$ cat src/hdl/pxw_pkg.sv
// shared types, constants and codes for the rotated packed pixel writer
// no dependencies
package pxw_pkg;

    localparam int COORD_BITS      = 12;
    localparam int SIZE_BITS       = COORD_BITS + 1;
    localparam int STRIDE_BITS     = 11;
    localparam int COLOUR_BITS     = 16;
    localparam int STORE_BYTES     = 65536;
    localparam int STORE_ADDR_BITS = $clog2(STORE_BYTES);
    localparam int ADDR_FULL_BITS  = COORD_BITS + STRIDE_BITS + 1;
    localparam int OUT_ADDR_BITS   = 16;
    localparam int CFG_IDX_BITS    = 3;
    localparam int CFG_DATA_BITS   = SIZE_BITS;
    localparam int IN_DATA_BITS    = 40;
    localparam int OUT_DATA_BITS   = 32;

    localparam logic [31:0] STORE_LIMIT = 32'(STORE_BYTES);

    // pixel masks, msb first
    localparam logic [7:0] PIX1_MASK   = 8'h80;
    localparam logic [7:0] PIX2_MASK   = 8'hC0;
    localparam int         PIX2_SHIFT  = 6;

    typedef enum logic [1:0] {
        ST_WRITTEN = 2'd0,
        ST_LOGICAL = 2'd1,
        ST_MEMORY  = 2'd2,
        ST_BEYOND  = 2'd3
    } t_status;

    typedef enum logic [CFG_IDX_BITS-1:0] {
        CFG_LOGICAL_WIDTH  = 3'd0,
        CFG_LOGICAL_HEIGHT = 3'd1,
        CFG_MEMORY_WIDTH   = 3'd2,
        CFG_MEMORY_HEIGHT  = 3'd3,
        CFG_ROW_BYTES      = 3'd4,
        CFG_ROTATION       = 3'd5,
        CFG_MIRROR_MODE    = 3'd6,
        CFG_TWO_BIT_MODE   = 3'd7
    } t_cfg_idx;

    typedef enum logic [2:0] {
        S_CLEAR,
        S_IDLE,
        S_MAP,
        S_ADDR,
        S_READ,
        S_WRITE
    } t_state;

    typedef struct packed {
        logic [SIZE_BITS-1:0]   logical_width;
        logic [SIZE_BITS-1:0]   logical_height;
        logic [SIZE_BITS-1:0]   memory_width;
        logic [SIZE_BITS-1:0]   memory_height;
        logic [STRIDE_BITS-1:0] row_bytes;
        logic [1:0]             rotation;
        logic [1:0]             mirror_mode;
        logic                   two_bit_mode;
    } t_cfg;

    typedef struct packed {
        t_status                   status;
        logic [ADDR_FULL_BITS-1:0] addr;
        logic [2:0]                sub;
    } t_map_res;

    typedef struct packed {
        logic                       rd;
        logic                       wr;
        logic [STORE_ADDR_BITS-1:0] addr;
        logic [7:0]                 wdata;
    } t_mem_req;

endpackage

$ cat src/hdl/pxw_map.sv
// coordinate mapping and byte address unit, two register stages
// depends on pxw_pkg
module pxw_map
    import pxw_pkg::*;
(
    input  logic                   i_clk,
    input  t_cfg                   i_cfg,
    input  logic [COORD_BITS-1:0]  i_pos_x,
    input  logic [COORD_BITS-1:0]  i_pos_y,
    input  logic                   i_map_en,
    input  logic                   i_addr_en,
    output t_map_res               o_res
);

    logic [COORD_BITS-1:0] src_x, src_y;
    logic                  flip_x, flip_y;
    logic [SIZE_BITS-1:0]  inv_x, inv_y;
    t_status               st1;

    // a flipped coordinate can reach memory size minus one, past the logical range
    logic [SIZE_BITS-1:0]  r_mx, r_my;
    t_status               r_st1;

    logic [ADDR_FULL_BITS-1:0] addr;
    logic [SIZE_BITS-1:0]      col;
    logic [2:0]                sub;
    t_status                   st2;

    t_map_res r_res;

    // rotation then mirror collapses to an optional axis swap and an optional flip of each source axis
    always_comb begin
        src_x  = i_cfg.rotation[0] ? i_pos_y : i_pos_x;
        src_y  = i_cfg.rotation[0] ? i_pos_x : i_pos_y;
        flip_x = i_cfg.rotation[0] ^ i_cfg.rotation[1] ^ i_cfg.mirror_mode[0];
        flip_y = i_cfg.rotation[1] ^ i_cfg.mirror_mode[1];
        inv_x  = i_cfg.memory_width - SIZE_BITS'(1) - {1'b0, src_x};
        inv_y  = i_cfg.memory_height - SIZE_BITS'(1) - {1'b0, src_y};
        if ({1'b0, i_pos_x} >= i_cfg.logical_width ||
            {1'b0, i_pos_y} >= i_cfg.logical_height) begin
            st1 = ST_LOGICAL;
        end else if ({1'b0, src_x} >= i_cfg.memory_width ||
                     {1'b0, src_y} >= i_cfg.memory_height) begin
            st1 = ST_MEMORY;
        end else begin
            st1 = ST_WRITTEN;
        end
    end

    always_ff @(posedge i_clk) begin
        if (i_map_en) begin
            r_mx  <= flip_x ? inv_x : {1'b0, src_x};
            r_my  <= flip_y ? inv_y : {1'b0, src_y};
            r_st1 <= st1;
        end
    end

    always_comb begin
        if (i_cfg.two_bit_mode) begin
            col = r_mx >> 2;
            sub = {r_mx[1:0], 1'b0};
        end else begin
            col = r_mx >> 3;
            sub = r_mx[2:0];
        end
        addr = ADDR_FULL_BITS'(r_my) * ADDR_FULL_BITS'(i_cfg.row_bytes)
             + ADDR_FULL_BITS'(col);
        if (r_st1 == ST_WRITTEN && 32'(addr) >= STORE_LIMIT) begin
            st2 = ST_BEYOND;
        end else begin
            st2 = r_st1;
        end
    end

    always_ff @(posedge i_clk) begin
        if (i_addr_en) begin
            r_res.status <= st2;
            r_res.addr   <= addr;
            r_res.sub    <= sub;
        end
    end

    assign o_res = r_res;

endmodule

$ cat config.mk
export PLATFORM = sky130hd
export DESIGN_NAME = pxw_map
export DESIGN_NICKNAME = d
export VERILOG_FILES = /design/src/hdl/pxw_pkg.sv /design/src/hdl/pxw_map.sv
export SDC_FILE = /design/constraint.sdc
export NUM_CORES = 1
export LEC_CHECK = 0
export BUFFER_PORTS_ARGS = -buffer_cell sky130_fd_sc_hd__clkbuf_2
export CAP_MARGIN = 20
export CORE_MARGIN = 3
export CORE_UTILIZATION = 40
export DETAILED_ROUTE_END_ITERATION = 10
export PLACE_DENSITY_LB_ADDON = 0.05
export SYNTH_ARGS = -nofsm -noshare
export SYNTH_HDL_FRONTEND = slang
export SYNTH_SLANG_ARGS = --single-unit
$ cat constraint.sdc
create_clock -name i_clk -period 10.9 [get_ports i_clk]
set_input_delay 0.545 -clock i_clk [delete_from_list [all_inputs] [get_ports i_clk]]
set_output_delay 0.545 -clock i_clk [all_outputs]
set_load 0.01 [all_outputs]
After elaboration in Yosys (flattened, before gate mapping)

Index checks and enable logic that the tools add are counted.
Widths: inputs -> output; s select.

Bits in registers: 57
Output and inout bits: 29
Logic and storage cells: 34

Add/sub/neg operators: 5
Multiply operators: 1
Magnitude comparators: 5
Mux-type cells: 7
Bitwise operators: 3
Reduce and logical (&&, ||, !) cells: 4

Operator list:

| kind                  | count |
|---|---|
| $ge 12x13->1          | 4 |
| $mux 12               | 4 |
| $sub 13x1->13 const B | 2 |
| $sub 13x12->13        | 2 |
| $add 24x13->24        | 1 |
| $ge 24x17->1 const B  | 1 |
| $mul 13x11->24        | 1 |
| $mux 11               | 1 |
| $mux 3                | 1 |
| $xor 1x1->1           | 3 |
| $logic_not 2->1       | 1 |
| $logic_or 1x1->1      | 2 |
| $mux 2                | 1 |
| $logic_and 1x1->1     | 1 |

Longest topological paths before layout

Word-level depth: 4
Gate-level depth with buffers: 21
Depth with buffers taken out: 20

Least setup slack after synthesis

No wires, ideal clock.

Kind: input port to flip-flop
Start point: input port i_cfg[7] (netlist name)
End point: register r_res, in the netlist o_res[27] (data pin)
Data arrival time: 6.124 ns
Required time: 10.641 ns
Path slack: 4.517 ns
Cell stages on the path: 19
Buffers on the path: 1
Path through: clkbuf_1 > nand2_1 > fa_1 > fa_1 > inv_1 > fa_1 > fa_1 > inv_1 > fa_1 > inv_1 > ha_1 > o21ai_2 > or4b_1 > o22a_1 > a21oi_1 > xor2_1 > or4_1 > or4_1 > o31a_1

Longest elaborated chain between the ends: 4

RTL lines:

| element           | RTL line      | RTL |
|---|---|---|
| start, declared   | pxw_map.sv:7  | `input t_cfg i_cfg,` |
| $mul 13x11->24    | pxw_map.sv:66 | `addr = ADDR_FULL_BITS'(r_my) * ADDR_FULL_BITS'(i_cfg.row_bytes)` |
| $add 24x13->24    | pxw_map.sv:67 | `+ ADDR_FULL_BITS'(col);` |
| net addr[18]      | pxw_map.sv:24 | `logic [ADDR_FULL_BITS-1:0] addr;` |
| $ge 24x17->1      | pxw_map.sv:68 | `if (r_st1 == ST_WRITTEN && 32'(addr) >= STORE_LIMIT) begin` |
| $logic_and 1x1->1 | pxw_map.sv:68 |  |
| end, declared     | pxw_map.sv:29 | `t_map_res r_res;` |

The timed path passes the listed nets, and every way through them passes these cells.
A chain may end at the register's enable or synchronous reset.

Worst setup path after layout

Start point: register r_my[5]
End point: register r_res, in the netlist o_res[27] (data pin)

Longest elaborated chain between the ends: 4

RTL lines:

| element                | RTL line      | RTL |
|---|---|---|
| start, declared        | pxw_map.sv:21 | `logic [SIZE_BITS-1:0] r_mx, r_my;` |
| start signal, assigned | pxw_map.sv:53 | `r_my <= flip_y ? inv_y : {1'b0, src_y};` |
| $mul 13x11->24         | pxw_map.sv:66 |  |
| $add 24x13->24         | pxw_map.sv:67 |  |
| net addr[18]           | pxw_map.sv:24 |  |
| $ge 24x17->1           | pxw_map.sv:68 |  |
| $logic_and 1x1->1      | pxw_map.sv:68 |  |

The timed path passes the listed nets, and every way through them passes these cells.

==> results_dict.tcl <==
set metrics [dict create \
    status "complete, no violations" \
    first_global_vias 7203 \
    syn_to_final_growth_pct 12.8 \
    finalCritPeriodShare 0.604 \
    timing.fmax_mhz 152 \
    overflow 0 \
    rr_worst_depth 19 \
    finalSetupViolations 0 \
    cts_tree "built" \
    grt_pass1_wl_um 36700 \
    p_leak_nw 5.65 \
    synth_fp_nets 1390 \
    worstMarginPinSlew_ps 1000 \
    p_seq_frac 0.137 \
    portBuffers 123 \
    floorplan.initialDensity 0.407 \
    ant_nets 0 \
    ys.warnings.count 0 \
    holdBufCountCts 0 \
    slowest_delay_ps 580 \
    h-tree-depth 3 \
    ys_seq_elements 57 \
    postCtsSetupRepairBufs 0 \
    slew_headroom 0.327 \
    crit_required_ps 10970 \
    core_area_sq_um 23500 \
    async_flop_share 0 \
    hold_viol 0 \
    synth_edf_count 57 \
    startpoint "r_my[5]" \
    gp_congestion 0.801 \
    rr_startpoint "r_my[5]" \
    cp_cell_sequence "and2_1 -> fa_1 -> inv_1 -> fa_1 -> inv_1 -> fa_1 -> fa_1 -> inv_1 -> fa_1 -> inv_1 -> ha_1 -> o21ai_2 -> or4b_1 -> o22a_1 -> a21oi_1 -> xor2_1 -> or4_1 -> or4_1 -> o31a_1" \
    maxCapViolCount 0 \
    design_area_sq_um 10800 \
    critPathMostFrequentCell "fa_1" \
    period_needed_ps 6580 \
    cts.clk_slew.worst_paths_ps 50 \
    nNetsFinal 1492 \
    die_y_um 161 \
    grt_usage 0.175 \
    routed_via_density 4.74 \
    peakVddDrop_v 0.000281 \
    p_per_area_nw_per_um2 348 \
    drive_above_1_share 0.132 \
    hp-start "r_mx[0]" \
    antenna_found_initial 0 \
    p_int_mw 1.94 \
    drc_errors 0 \
    antenna_cells 0 \
    synth_cells 1050 \
    seq_area_frac_synth 0.179 \
    avgSynthCellArea_sq_um 9.13 \
    crit_arrival_ps 6660 \
    slowest_stage "edfxtp_1" \
    die_area_sq_um 25900 \
    wirelength_um 21600 \
    switching_share 0.484 \
    insertion_delay_ps 340 \
    firstDrtPassIters 4 \
    p_sw_mw 1.82 \
    synthFlopType "edfxtp_1" \
    clock-sinks 57 \
    r2r_slack_ps 4320 \
    first_iter_violations 251 \
    p_comb_frac 0.784 \
    post_cts_resize_count 0 \
    cp_max_fo 11 \
    hpwl_um 18600 \
    rsz0062_at_grt "false" \
    rows 56 \
    min_path_type "reg -> reg" \
    startpoint_type "register" \
    ios 124 \
    wl_per_cell_um 14.6 \
    worstSetupEndpointType "register" \
    yosysUniqueCellTypes 49 \
    tns_ps 0 \
    fill_cells 2352 \
    p_clk_frac 0.079 \
    criticalPathCategory "reg -> reg" \
    hold-path-endpoint "o_res[0]" \
    timing.rr.end "o_res[27]" \
    fp.dieW_um 161 \
    via_count 6992 \
    syn_area_sq_um 9580 \
    cts-root-buf "clkbuf_16" \
    clock_path_buffers 2 \
    clock_skew_ps 10.3 \
    cts_inserted_buffers 9 \
    hold-path-cell-count 1 \
    post_dp_cell_area_sq_um 10500 \
    maxSlewViolCount 0 \
    grt_max_degree 30 \
]
==> power groups by stage <==
stage / Clock, mW / Sequential [mW] / Combinational, mW
2_1_floorplan: 0 / 0.519 / 2.34
3_3_place_gp: 0 / 0.520 / 2.99
3_5_place_dp: 0 / 0.521 / 2.97
4_1_cts: 0.307 / 0.516 / 3.00
5_1_grt: 0.318 / 0.524 / 3.44
6_report: 0.298 / 0.516 / 2.95
==> logic make-up after synthesis <==
family	synth area share
buffers and inverters	0.101
and+or+nand+nor	0.128
adders and majority gates	0.407
AOI/OAI and AO/OA	0.106
DFF	0.179
xor gates and xnor gates	0.0402
muxes	0.0403
==> stage by stage <==
stage               hold slack, ps  setup WS, ps  total power [mW]   util  cells
global placement               556          4260              3.51  0.446   1459
finish                         573          4320              3.76  0.459   1476
detailed placement             567          4210              3.49  0.446   1459
floorplan                      530          4520              2.86      -   1050
global route                   589          4050              4.29  0.459   1476
CTS                            575          4310              3.82  0.459   1475
==> per-layer routing <==
layer | routed length, um | vias up | GRT usage
li1 | - | 3574 | -
met1 | 10700 | 3259 | 0.247
met2 | 9770 | 148 | 0.287
met3 | 937 | 11 | 0.0315
met4 | 221 | 0 | 0.0325
met5 | 0 | - | 0
==> registers in the layout, indices dropped and copies added, names as in the netlist <==
signal,count
r_my,13
o_res,29
r_mx,13
r_st1,2
==> cell usage after synthesis (all sizes together) (7+ instances only) <==
master  count  area share
a21o       28       0.022
xnor2      28       0.026
nand2     102       0.040
fa        111        0.23
clkbuf     32       0.013
xor2       16       0.015
o21ai      26       0.014
o21a        7      0.0055
ha        134        0.17
edfxtp     57        0.18
and2       65       0.042
mux2i      33       0.034
nor3        9      0.0047
nand3       8      0.0047
nor2       31       0.012
nand2b     10      0.0065
inv       224       0.088
a21oi      60       0.032
==> cells in the final DEF (no fill, tap or decap), types with 31 or more instances in the layout <==
cell type,count
inv_1,224
ha_1,134
clkbuf_2,123
fa_1,111
nand2_1,102
and2_1,65
a21oi_1,59
edfxtp_1,57
mux2i_1,33
nor2_1,31
==> final cells by class <==
cell class                 count  area, sq um  share of cell area
clock buffer                  10          229              0.0212
clock inverter                 6         82.6             0.00764
inverter                     224          841              0.0778
multi-input combinational    736         6920               0.640
sequential                    57         1710               0.158
tap                          319          399              0.0369
timing repair buffer         124          627              0.0580
==> critical path, delay by kind of cell (launching register included) <==
kind	cells	cell delay, ps
AO/OA/AOI/OAI	4	770
XOR/XNOR	1	100
adder cells (fa/ha/maj)	6	2970
buffers and inverters	4	190
flip-flops	1	580
AND/OR/NAND/NOR	4	1730
==> worst max path at each step <==
stage                end  slack, ps  cells past startpoint
2_1_floorplan  o_res[27]       4520                     19
3_3_place_gp   o_res[28]       4260                     20
3_5_place_dp   o_res[27]       4210                     20
4_1_cts        o_res[27]       4310                     19
5_1_grt        o_res[28]       4050                     19
6_report       o_res[27]       4320                     19
Note: power is estimated with default switching activity, not from simulation.
